**config.mk**
```make
export PLATFORM = sky130hd
export DESIGN_NAME = pdf_string_literal_decoder_core
export DESIGN_NICKNAME = d
export VERILOG_FILES = /design/src/hdl/pdfsd_pkg.sv /design/src/hdl/pdf_string_literal_decoder_core.sv /design/src/hdl/pdfsd_decode.sv /design/src/hdl/pdfsd_rfifo.sv
export SDC_FILE = /design/constraint.sdc
export NUM_CORES = 1
export LEC_CHECK = 0
export ABC_AREA = 1
export ABC_CLOCK_PERIOD_IN_PS = 3900
export BUFFER_PORTS_ARGS = -buffer_cell sky130_fd_sc_hd__buf_2
export CAP_MARGIN = 25
export CELL_PAD_IN_SITES_DETAIL_PLACEMENT = 0
export CELL_PAD_IN_SITES_GLOBAL_PLACEMENT = 1
export CORE_MARGIN = 3
export CORE_UTILIZATION = 45
export CTS_BUF_LIST = sky130_fd_sc_hd__clkbuf_16
export CTS_CLUSTER_DIAMETER = 60
export DETAILED_ROUTE_END_ITERATION = 10
export GPL_TIMING_DRIVEN = 0
export PLACE_DENSITY_LB_ADDON = 0.05
export RECOVER_POWER = 25
export SYNTH_ARGS = -nofsm -noshare
export SYNTH_HDL_FRONTEND = slang
export SYNTH_SLANG_ARGS = --single-unit
```
**constraint.sdc**
```tcl
create_clock -name aclk -period 3.9 [get_ports aclk]
set_clock_uncertainty 0.15 [all_clocks]
set_input_delay 0.78 -clock aclk [delete_from_list [all_inputs] [get_ports aclk]]
set_output_delay 0.78 -clock aclk [all_outputs]
set_load 0.01 [all_outputs]
```
**src/hdl/pdfsd_pkg.sv**
```systemverilog
// Package with the types, codes and helper functions of the PDF string decoder.
package pdfsd_pkg;

    // Decoder mode while a string is open.
    typedef enum logic [1:0] {
        MODE_IDLE,
        MODE_LIT,
        MODE_HEX,
        MODE_FAIL
    } mode_t;

    // Result kinds.
    localparam logic [1:0] KIND_DATA = 2'd0;
    localparam logic [1:0] KIND_END  = 2'd1;
    localparam logic [1:0] KIND_BAD  = 2'd2;

    // Delimiters and escape letters.
    localparam logic [7:0] CH_LPAREN = 8'h28;
    localparam logic [7:0] CH_RPAREN = 8'h29;
    localparam logic [7:0] CH_LT     = 8'h3C;
    localparam logic [7:0] CH_GT     = 8'h3E;
    localparam logic [7:0] CH_N      = 8'h6E;
    localparam logic [7:0] CH_R      = 8'h72;
    localparam logic [7:0] CH_T      = 8'h74;
    localparam logic [7:0] CH_B      = 8'h62;
    localparam logic [7:0] CH_F      = 8'h66;

    // Control codes that the escapes stand for.
    localparam logic [7:0] CODE_LF = 8'h0A;
    localparam logic [7:0] CODE_CR = 8'h0D;
    localparam logic [7:0] CODE_HT = 8'h09;
    localparam logic [7:0] CODE_BS = 8'h08;
    localparam logic [7:0] CODE_FF = 8'h0C;

    // Escape byte after reset (backslash).
    localparam logic [7:0] ESC_RESET = 8'h5C;

    // Default depth of the result queue.
    localparam int RES_DEPTH = 4;

    // One result without its run marker.
    typedef struct packed {
        logic [7:0] data;
        logic [1:0] kind;
    } res_t;

    // Results that one item causes, in order.
    typedef struct packed {
        logic [1:0] count;
        res_t       r0;
        res_t       r1;
    } dec_out_t;

    // One queued result.
    typedef struct packed {
        res_t res;
        logic last;
    } ent_t;

    // Hex digit decode: bit 4 flags a valid digit, bits 3:0 hold its value.
    function automatic logic [4:0] hex_nibble(input logic [7:0] b);
        logic [4:0] r;
        r = 5'd0;
        if (b >= 8'h30 && b <= 8'h39) begin
            r = {1'b1, b[3:0]};
        end else if ((b >= 8'h61 && b <= 8'h66) || (b >= 8'h41 && b <= 8'h46)) begin
            r = {1'b1, b[3:0] + 4'd9};
        end
        return r;
    endfunction

    // Octal digit test.
    function automatic logic is_octal(input logic [7:0] b);
        return (b >= 8'h30) && (b <= 8'h37);
    endfunction

endpackage

```
**src/hdl/pdf_string_literal_decoder_core.sv**
```systemverilog
// Top level of the PDF string decoder: ports, decoder and result queue.
//
// Input channel (s_*): one raw byte of a delimited PDF string per item, with
// s_is_first on the opening delimiter and s_is_last on the closing one.
// Result channel (m_*): decoded data bytes (kind 0), then one end marker
// (kind 1) or one error marker (kind 2); m_run_last flags the final result
// that an input item caused. An item causes zero, one or two results.
// Configuration channel (cfg_*): writes the escape byte; it is always ready
// and is meant to be written only while no item is in flight.
// Each result is written into the result queue when its item is accepted.
// Throughput: one item per cycle while items cause at most one result each
// and the receiver is ready; the result side drains one result per cycle, so
// items that cause two results fill the queue and hold the input side back.
// The result queue (FIFO_DEPTH entries) sets this: s_ready is high while at
// least two entries are free, so a stalled receiver holds results in the
// queue and the input side stops once it fills.
// Reset (aresetn low, synchronous) empties the queue, returns the decoder to
// idle and sets the escape byte to backslash.
module pdf_string_literal_decoder_core #(
    parameter int FIFO_DEPTH = pdfsd_pkg::RES_DEPTH
) (
    input  logic       aclk,
    input  logic       aresetn,
    input  logic       cfg_valid,
    output logic       cfg_ready,
    input  logic [7:0] cfg_data,
    input  logic       s_valid,
    output logic       s_ready,
    input  logic [7:0] s_in_byte,
    input  logic       s_is_first,
    input  logic       s_is_last,
    output logic       m_valid,
    input  logic       m_ready,
    output logic [7:0] m_out_byte,
    output logic [1:0] m_kind,
    output logic       m_run_last
);

    pdfsd_pkg::dec_out_t dec;
    pdfsd_pkg::ent_t     head;
    logic                room;
    logic                accept;

    // Handshakes.
    assign cfg_ready = 1'b1;
    assign s_ready   = room;
    assign accept    = s_valid && room;

    // Byte decoder.
    pdfsd_decode u_decode (
        .aclk     (aclk),
        .aresetn  (aresetn),
        .cfg_we   (cfg_valid),
        .cfg_data (cfg_data),
        .accept   (accept),
        .in_byte  (s_in_byte),
        .is_first (s_is_first),
        .is_last  (s_is_last),
        .dec      (dec)
    );

    // Result queue.
    pdfsd_rfifo #(
        .DEPTH (FIFO_DEPTH)
    ) u_rfifo (
        .aclk    (aclk),
        .aresetn (aresetn),
        .push    (accept),
        .dec     (dec),
        .room    (room),
        .m_valid (m_valid),
        .m_ready (m_ready),
        .head    (head)
    );

    // Result fields.
    assign m_out_byte = head.res.data;
    assign m_kind     = head.res.kind;
    assign m_run_last = head.last;

endmodule

```
**src/hdl/pdfsd_decode.sv**
```systemverilog
// Per-byte decoder: string state, escape register and the result logic of one item.
module pdfsd_decode (
    input  logic                aclk,
    input  logic                aresetn,
    input  logic                cfg_we,
    input  logic [7:0]          cfg_data,
    input  logic                accept,
    input  logic [7:0]          in_byte,
    input  logic                is_first,
    input  logic                is_last,
    output pdfsd_pkg::dec_out_t dec
);

    pdfsd_pkg::mode_t mode_reg, mode_next;
    logic             esc_pend_reg, esc_pend_next;
    logic [1:0]       oct_cnt_reg, oct_cnt_next;
    logic [7:0]       oct_val_reg, oct_val_next;
    logic             hex_have_reg, hex_have_next;
    logic [3:0]       hex_nib_reg, hex_nib_next;
    logic [7:0]       esc_char_reg;

    logic             pre_v;
    logic [7:0]       pre_byte;
    logic             main_v;
    logic [7:0]       main_byte;
    logic [1:0]       main_kind;

    // Next string state and the results of the current byte.
    always_comb begin
        logic       handled;
        logic [4:0] hx;
        logic [1:0] cnt_inc;
        mode_next     = mode_reg;
        esc_pend_next = esc_pend_reg;
        oct_cnt_next  = oct_cnt_reg;
        oct_val_next  = oct_val_reg;
        hex_have_next = hex_have_reg;
        hex_nib_next  = hex_nib_reg;
        pre_v         = 1'b0;
        pre_byte      = 8'd0;
        main_v        = 1'b0;
        main_byte     = 8'd0;
        main_kind     = pdfsd_pkg::KIND_DATA;
        handled       = 1'b0;
        hx            = pdfsd_pkg::hex_nibble(in_byte);
        cnt_inc       = oct_cnt_reg + 2'd1;

        if (is_first) begin
            // An opening byte always restarts the string.
            esc_pend_next = 1'b0;
            oct_cnt_next  = 2'd0;
            oct_val_next  = 8'd0;
            hex_have_next = 1'b0;
            hex_nib_next  = 4'd0;
            if (in_byte == pdfsd_pkg::CH_LPAREN) begin
                mode_next = pdfsd_pkg::MODE_LIT;
            end else if (in_byte == pdfsd_pkg::CH_LT) begin
                mode_next = pdfsd_pkg::MODE_HEX;
            end else begin
                main_v    = 1'b1;
                main_kind = pdfsd_pkg::KIND_BAD;
                mode_next = is_last ? pdfsd_pkg::MODE_IDLE : pdfsd_pkg::MODE_FAIL;
            end
            if (is_last) begin
                main_v    = 1'b1;
                main_kind = pdfsd_pkg::KIND_BAD;
                mode_next = pdfsd_pkg::MODE_IDLE;
            end
        end else begin
            case (mode_reg)
                pdfsd_pkg::MODE_FAIL: begin
                    if (is_last) begin
                        mode_next = pdfsd_pkg::MODE_IDLE;
                    end
                end
                pdfsd_pkg::MODE_LIT: begin
                    // An open octal run either grows or is flushed first.
                    if (oct_cnt_reg != 2'd0) begin
                        if (!is_last && pdfsd_pkg::is_octal(in_byte)) begin
                            handled      = 1'b1;
                            oct_val_next = {oct_val_reg[4:0], in_byte[2:0]};
                            oct_cnt_next = cnt_inc;
                            if (cnt_inc == 2'd3) begin
                                main_v       = 1'b1;
                                main_byte    = {oct_val_reg[4:0], in_byte[2:0]};
                                oct_cnt_next = 2'd0;
                                oct_val_next = 8'd0;
                            end
                        end else begin
                            pre_v        = 1'b1;
                            pre_byte     = oct_val_reg;
                            oct_cnt_next = 2'd0;
                            oct_val_next = 8'd0;
                        end
                    end
                    if (!handled) begin
                        if (is_last) begin
                            main_v    = 1'b1;
                            main_kind = (!esc_pend_reg && in_byte == pdfsd_pkg::CH_RPAREN) ?
                                        pdfsd_pkg::KIND_END : pdfsd_pkg::KIND_BAD;
                            mode_next     = pdfsd_pkg::MODE_IDLE;
                            esc_pend_next = 1'b0;
                            oct_cnt_next  = 2'd0;
                            oct_val_next  = 8'd0;
                        end else if (esc_pend_reg) begin
                            // Byte after the escape byte.
                            esc_pend_next = 1'b0;
                            main_v        = 1'b1;
                            if (in_byte == esc_char_reg) begin
                                main_byte = in_byte;
                            end else if (in_byte == pdfsd_pkg::CH_N) begin
                                main_byte = pdfsd_pkg::CODE_LF;
                            end else if (in_byte == pdfsd_pkg::CH_R) begin
                                main_byte = pdfsd_pkg::CODE_CR;
                            end else if (in_byte == pdfsd_pkg::CH_T) begin
                                main_byte = pdfsd_pkg::CODE_HT;
                            end else if (in_byte == pdfsd_pkg::CH_B) begin
                                main_byte = pdfsd_pkg::CODE_BS;
                            end else if (in_byte == pdfsd_pkg::CH_F) begin
                                main_byte = pdfsd_pkg::CODE_FF;
                            end else if (in_byte == pdfsd_pkg::CH_LPAREN ||
                                         in_byte == pdfsd_pkg::CH_RPAREN) begin
                                main_byte = in_byte;
                            end else if (pdfsd_pkg::is_octal(in_byte)) begin
                                main_v       = 1'b0;
                                oct_cnt_next = 2'd1;
                                oct_val_next = {5'd0, in_byte[2:0]};
                            end else begin
                                main_kind     = pdfsd_pkg::KIND_BAD;
                                mode_next     = pdfsd_pkg::MODE_FAIL;
                                esc_pend_next = 1'b0;
                                oct_cnt_next  = 2'd0;
                                oct_val_next  = 8'd0;
                            end
                        end else if (in_byte == esc_char_reg) begin
                            esc_pend_next = 1'b1;
                        end else begin
                            main_v    = 1'b1;
                            main_byte = in_byte;
                        end
                    end
                end
                pdfsd_pkg::MODE_HEX: begin
                    if (is_last) begin
                        main_v = 1'b1;
                        if (in_byte == pdfsd_pkg::CH_GT) begin
                            // An odd final digit is padded with a zero nibble.
                            pre_v     = hex_have_reg;
                            pre_byte  = {hex_nib_reg, 4'd0};
                            main_kind = pdfsd_pkg::KIND_END;
                        end else begin
                            main_kind = pdfsd_pkg::KIND_BAD;
                        end
                        mode_next     = pdfsd_pkg::MODE_IDLE;
                        hex_have_next = 1'b0;
                        hex_nib_next  = 4'd0;
                    end else if (!hx[4]) begin
                        main_v        = 1'b1;
                        main_kind     = pdfsd_pkg::KIND_BAD;
                        mode_next     = pdfsd_pkg::MODE_FAIL;
                        hex_have_next = 1'b0;
                        hex_nib_next  = 4'd0;
                    end else if (hex_have_reg) begin
                        main_v        = 1'b1;
                        main_byte     = {hex_nib_reg, hx[3:0]};
                        hex_have_next = 1'b0;
                        hex_nib_next  = 4'd0;
                    end else begin
                        hex_have_next = 1'b1;
                        hex_nib_next  = hx[3:0];
                    end
                end
                default: begin
                end
            endcase
        end
    end

    // Pack the results in order: a flushed byte comes before the main result.
    always_comb begin
        dec.r0 = '0;
        dec.r1 = '0;
        if (pre_v) begin
            dec.r0.data = pre_byte;
            dec.r0.kind = pdfsd_pkg::KIND_DATA;
            dec.r1.data = main_byte;
            dec.r1.kind = main_kind;
            dec.count   = main_v ? 2'd2 : 2'd1;
        end else begin
            dec.r0.data = main_byte;
            dec.r0.kind = main_kind;
            dec.count   = main_v ? 2'd1 : 2'd0;
        end
    end

    // String state, updated once per accepted item.
    always_ff @(posedge aclk) begin
        if (!aresetn) begin
            mode_reg     <= pdfsd_pkg::MODE_IDLE;
            esc_pend_reg <= 1'b0;
            oct_cnt_reg  <= 2'd0;
            oct_val_reg  <= 8'd0;
            hex_have_reg <= 1'b0;
            hex_nib_reg  <= 4'd0;
        end else if (accept) begin
            mode_reg     <= mode_next;
            esc_pend_reg <= esc_pend_next;
            oct_cnt_reg  <= oct_cnt_next;
            oct_val_reg  <= oct_val_next;
            hex_have_reg <= hex_have_next;
            hex_nib_reg  <= hex_nib_next;
        end
    end

    // Escape byte register.
    always_ff @(posedge aclk) begin
        if (!aresetn) begin
            esc_char_reg <= pdfsd_pkg::ESC_RESET;
        end else if (cfg_we) begin
            esc_char_reg <= cfg_data;
        end
    end

endmodule

```
**src/hdl/pdfsd_rfifo.sv**
```systemverilog
// Result queue: takes up to two results per cycle and hands one out per cycle while the receiver is ready.
module pdfsd_rfifo #(
    parameter int DEPTH = pdfsd_pkg::RES_DEPTH
) (
    input  logic                aclk,
    input  logic                aresetn,
    input  logic                push,
    input  pdfsd_pkg::dec_out_t dec,
    output logic                room,
    output logic                m_valid,
    input  logic                m_ready,
    output pdfsd_pkg::ent_t     head
);

    localparam int PW = (DEPTH > 1) ? $clog2(DEPTH) : 1;
    localparam int CW = $clog2(DEPTH + 1);

    pdfsd_pkg::ent_t mem_reg [DEPTH];
    logic [PW-1:0]   wr_reg, wr_next;
    logic [PW-1:0]   rd_reg, rd_next;
    logic [CW-1:0]   cnt_reg, cnt_next;
    logic [PW-1:0]   wr_plus1;
    logic [1:0]      n_push;
    logic            pop;

    function automatic logic [PW-1:0] ptr_inc(input logic [PW-1:0] p);
        return (p == PW'(DEPTH - 1)) ? '0 : p + 1'b1;
    endfunction

    // Pointer and fill count arithmetic.
    always_comb begin
        n_push   = push ? dec.count : 2'd0;
        pop      = m_valid && m_ready;
        wr_plus1 = ptr_inc(wr_reg);
        case (n_push)
            2'd1:    wr_next = wr_plus1;
            2'd2:    wr_next = ptr_inc(wr_plus1);
            default: wr_next = wr_reg;
        endcase
        rd_next  = pop ? ptr_inc(rd_reg) : rd_reg;
        cnt_next = cnt_reg + CW'(n_push) - CW'(pop);
    end

    // Room for the two results the worst item can cause.
    assign room    = (cnt_reg <= CW'(DEPTH - 2));
    assign m_valid = (cnt_reg != '0);
    assign head    = mem_reg[rd_reg];

    // Control registers.
    always_ff @(posedge aclk) begin
        if (!aresetn) begin
            wr_reg  <= '0;
            rd_reg  <= '0;
            cnt_reg <= '0;
        end else begin
            wr_reg  <= wr_next;
            rd_reg  <= rd_next;
            cnt_reg <= cnt_next;
        end
    end

    // Result storage; the last result of an item carries the run marker.
    always_ff @(posedge aclk) begin
        if (n_push != 2'd0) begin
            mem_reg[wr_reg] <= '{res: dec.r0, last: (n_push == 2'd1)};
        end
        if (n_push == 2'd2) begin
            mem_reg[wr_plus1] <= '{res: dec.r1, last: 1'b1};
        end
    end

endmodule

```
### Yosys cells after proc, flatten, opt, wreduce, memory -nomap -nowiden

Memory sizes are Yosys's and may differ from the RTL's. A register that Yosys moved wholly into a read port is not among the register bits.
Cells that the tools add are included.

| cells by class | value |
|---|---|
| reduce and logical (&&, ||, !) cells | 23 |
| add/subtract/negate cells | 7 |
| equality and inequality tests | 32 |
| multiplexer cells | 162 |
| $lt $le $gt $ge | 8 |

Operator list:

| cell | count |
|---|---|
| two-way mux 8 bit | 38 |
| two-way mux 2 bit | 58 |
| two-way mux 1 bit | 49 |
| == test 8 x 7 -> 1 bit (second input constant) | 5 |
| != test 4 bit (second input constant) | 9 |
| == test 8 x 6 -> 1 bit (second input constant) | 4 |
| case mux 8 bit (2 select lines) | 2 |
| two-way mux 4 bit | 5 |
| >= comparator 8 x 7 -> 1 bit (second input constant) | 2 |
| <= comparator 8 x 6 -> 1 bit (second input constant) | 2 |
| <= comparator 8 x 7 -> 1 bit (second input constant) | 2 |
| == test 2 bit (second input constant) | 7 |
| AND reduction 14 bit | 1 |
| two-way mux 12 bit | 1 |
| two-way mux 10 bit | 1 |
| two-way mux 5 bit | 2 |
| nonzero test 2 bit | 5 |
| adder 2 x 1 -> 2 bit (second input constant) | 4 |
| == test 8 bit | 1 |
| >= comparator 8 x 6 -> 1 bit (second input constant) | 1 |
| logical AND 1 bit | 8 |
| case mux 2 bit (2 select lines) | 2 |
| != test 3 bit (second input constant) | 2 |
| case mux 2 bit (3 select lines) | 1 |
| other kinds (15) | 20 |

| word-level totals | value |
|---|---|
| output and inout bits | 14 |
| flip-flop bits (word level) | 33 |
| memory bits (writable) | 44 |
| memories | 1 |

Memory list:

| name | depth | bits a word | read ports | clocked after Yosys merged registers in | wr ports | line | text |
|---|---|---|---|---|---|---|---|
| u_rfifo.mem_reg | 4 | 11 | 1 | 1 | 2 | pdfsd_rfifo.sv:18 | `pdfsd_pkg::ent_t mem_reg [DEPTH];` |

### Logic depth before layout (Yosys ltp)

| depth | value |
|---|---|
| depth after elaboration | 22 |
| mapped depth | 24 |
| depth with buffers taken out | 22 |

### Hierarchy

From an unflattened synthesis, not the netlist that was laid out.

| unflattened totals | value |
|---|---|
| cell total of the unflattened synthesis | 746 |
| area, all modules | 5217.5 um2 |

By module, submodules not included:

| module | times used | cells each | seq. area each (um2) | area an instance (um2) |
|---|---|---|---|---|
| pdfsd_rfifo | 1 | 277 | 1461.4 | 2617.5 |
| pdfsd_decode | 1 | 465 | 520.5 | 2581.2 |
| pdf_string_literal_decoder_core | 1 | 4 | 0.0 | 18.8 |

### Worst setup path after synthesis

Ideal clock, no wire load.

| timing | value |
|---|---|
| kind | input -> register |
| start | in s_in_byte[1] |
| end | mem u_rfifo.mem_reg[1][2] in the netlist's numbering (data pin) |
| library setup time | 130 ps |
| arrival time | 3356 ps |
| setup slack | 264 ps |
| required time | 3620 ps |
| stages | 23 |
| cells stage by stage | buf_2 -> inv_1 -> nand2_1 -> nand2_1 -> nand2_1 -> nor2_4 -> nand2_4 -> inv_2 -> nor3_1 -> nor2_1 -> nor2_1 -> o21ai_0 -> nand2_1 -> a21boi_0 -> ha_1 -> nand2_1 -> ha_1 -> nand2_1 -> clkinv_1 -> nor2_1 -> buf_4 -> nand4_1 -> nand2_1 |

RTL lines:

| element | line | text |
|---|---|---|
| from (decl) | pdf_string_literal_decoder_core.sv:29 | `input logic [7:0] s_in_byte,` |
| to (decl) | pdfsd_rfifo.sv:18 |  |

==> results.yml <==
pwr:
  vdd_drop_max_uv: 304
  pwr-share-clk: 0.309
  leakage_nw: 2.83
  seqPwrFrac: 0.371
  netSwitchingPower_mw: 1.02
  power.share.combinational: 0.320
  sw_frac_of_total: 0.372
  p_int_mw: 1.73
  power_density_nw_per_um2: 428
finish:
  syn_to_final_growth_pct: 14.3
  layout-drive-gt1-share: 0.164
  final_cell_area_um2: 6430
  utilization: 0.531
  nets: 906
  antennaDiodeCount: 0
  largest_register_ffs: 44
  fin_cells: 1034
critical_path:
  crit_fanout: 10
  reg2reg_slack_ns: 0.30
  cp.required_ns: 3.97
  critPathCaptureType: "register"
  path_class: "input pin to register"
  startpoint_type: "input pin"
  cp.arrival_ns: 3.76
  reg2reg_depth: 18
synth:
  ys_warn_count: 0
  ys_seq_area_frac: 0.352
  yosysTopAreaCell: "edfxtp_1"
  async_flop_share: 0
  syn-num-nets: 857
  synth_area_per_cell_um2: 6.92
  synth.area.top_cells: "edfxtp_1 (21%), nand2_1 (16%), dfxtp_1 (14%)"
  syn_inst: 812
  synth_top_area_frac: 0.214
  synthDistinctLibCells: 47
  synth_edf_count: 40
  synth-seq-cells: 79
  synth-main-ff-cell: "edfxtp_1"
  synthesis.area_um2: 5620
floorplan:
  placeableCoreArea_um2: 12100
  die_h_um: 118
  initial_core_util: 0.464
  die-area_um2: 13900
  rows: 40
  die_w_um: 118
  io_pins: 37
grt:
  grt_pass1_vias: 5536
  grt_pass1_wl_mm: 28.3
  grt_antenna_before_repair: 0
  grt_max_degree: 16
  grt_use_total: 0.256
  overflow: 0
drt:
  wl_mm: 17.8
  dr_total_vias: 5668
  drt-pass1-iter-count: 5
  drc: 0
  drt_iter0_drc: 482
  wl_per_cell_um: 17.2
  antenna_left: 0
  vias_per_cell: 5.48
worst_hold_path:
  hold_path.class: "register to register"
  min_path_cells: 2
clocking:
  cts_root_buffer: "clkbuf_16"
  cts_buffers: 9
  cts_buffer_depth: 2
  cts-htree-levels: 3
  cts_sinks: 79
  clkTransAtPathRegs_ns: 0.07
  cts_tree: "built"
  clk_latency_ns: 0.35
sta:
  setup_viol: 0
  finalCritPeriodShare: 0.945
  fmax_mhz: 271
  slew_viol_final: 0
  holdWs_ns: 0.320
  tightest_slew_ns: 0.753
  period_minus_slack_ns: 3.68
  max_slew_margin: 0.492
  hold_viol: 0
place:
  dp.cells: 1013
  hpwlAfterDp_mm: 13.2
  placement.io_buffers: 33
  gp_congestion: 0.966
  dpl-instance-area_um2: 6000
job:
  max_cap_viol_count: 0
status:
  status: "finished clean"
routing by layer:
layer  global-route usage  up-vias  routed length (um)  part of all wire
met5                    0        -                   0                 0
met4               0.0703        0                 210             0.012
met3               0.0365       17                1210             0.068
met2                0.424      218                8390              0.47
met1                0.351     2656                7960              0.45
li1                     -     2777                   -                 -
worst paths after layout:
check | end | startpoint
max | u_rfifo.mem_reg[2][2]$_DFFE_PP_ | s_in_byte[1]
min | u_decode.oct_val_reg[4]$_SDFFE_PN0P_ | u_decode.oct_val_reg[4]$_SDFFE_PN0P_
max reg2reg | u_rfifo.mem_reg[2][2]$_DFFE_PP_ | u_decode.mode_reg[0]$_SDFFE_PN0P_
min reg2reg | u_decode.oct_val_reg[4]$_SDFFE_PN0P_ | u_decode.oct_val_reg[4]$_SDFFE_PN0P_
cell usage after synthesis (7+ instances only):
master    instances
nand3_1          76
inv_1            63
o21ai_0          53
a21oi_1          44
inv_2            12
nand2_1         247
clkinv_1          8
nand4_1          11
nor3_1            7
edfxtp_1         40
buf_4             9
o22ai_1          14
nand2_2          21
ha_1             21
dfxtp_1          39
nor2_1           71
nor2_2            8
clkbuf_1         11
critical path, stage by stage:
cell and delay [ns]:
buf_2 0.12, clkbuf_4 0.18, inv_2 0.11, nand2_1 0.06
nand2_1 0.05, nand2_1 0.08, nor2_4 0.22, nand3_4 0.15
nor2_2 0.17, nor2_2 0.07, nor2_1 0.17, o21ai_2 0.09
nand2_1 0.06, a21boi_1 0.06, ha_1 0.20, nand2_1 0.14
inv_1 0.10, ha_4 0.19, nand2_2 0.12, clkinv_4 0.13
nor2_2 0.14, buf_6 0.17, nand4_1 0.11, nand2_1 0.08
cell usage in the layout, fill, tap and decap left out, drive strengths merged:
master and n:
xnor2 5, nand3b 2, clkinvlp 1, a22oi 1, fa 1, nor2 83, a21boi 1, a21oi 45
a311oi 1, xor2 3, o211ai 2, inv 77, or2 2, buf 44, nand4 12, conb 1
edfxtp 40, clkinv 12, ha 21, clkbuf 32, dfxtp 39, nand2 270, nor4 3, o21ai 58
a211oi 4, o22ai 14, o41ai 1, nor3 8, o211a 2, nand3 81
cell type report:
class / count / area (um2)
buffer: 28 / 189
clock buffer: 10 / 250
clock inverter: 6 / 50.0
fill: 1260 / 5680
inverter: 84 / 348
multi-input combinational: 621 / 3210
sequential: 79 / 1980
tap: 168 / 210
timing repair buffer: 38 / 190
power by group through the flow:
stage / clock network [mW] / logic [mW] / registers (mW)
final: 0.849 / 0.880 / 1.02
after global routing: 0.895 / 0.992 / 1.03
after CTS: 0.862 / 0.890 / 1.02
after detailed placement: 0 / 0.881 / 1.04
after global placement: 0 / 0.860 / 1.03
after floorplan: 0 / 0.601 / 1.02
timing repair:
| action | 4_1_cts | 5_1_grt |
|---|---|---|
| resized for setup | 20 | 26 |
| pin swaps | 3 | 4 |
| setup endpoints to repair | 87 | 87 |
| hold buffers | 0 | 0 |
| buffers inserted | 3 | 2 |
metrics by stage:
stage | TNS (ns) | power (mW) | setup WS [ns]
after floorplan | 0 | 1.62 | 0.264
after global placement | -60.30 | 1.89 | -0.847
after detailed placement | -64.79 | 1.92 | -0.927
after CTS | -0.0224 | 2.77 | -0.0149
after global routing | -0.0179 | 2.91 | -0.0111
final | 0 | 2.75 | 0.216
cells by family after synthesis:
family                   after synthesis  share of synthesized area
AND/OR/NAND/NOR                      461                      0.371
AO/OA/AOI/OAI                        129                      0.127
buffers and inverters                112                     0.0868
flip-flops                            79                      0.352
adder cells (fa/ha/maj)               22                     0.0503
XOR/XNOR                               8                     0.0125
other                                  1                   0.000667
Power figures use the tool's default switching activity.
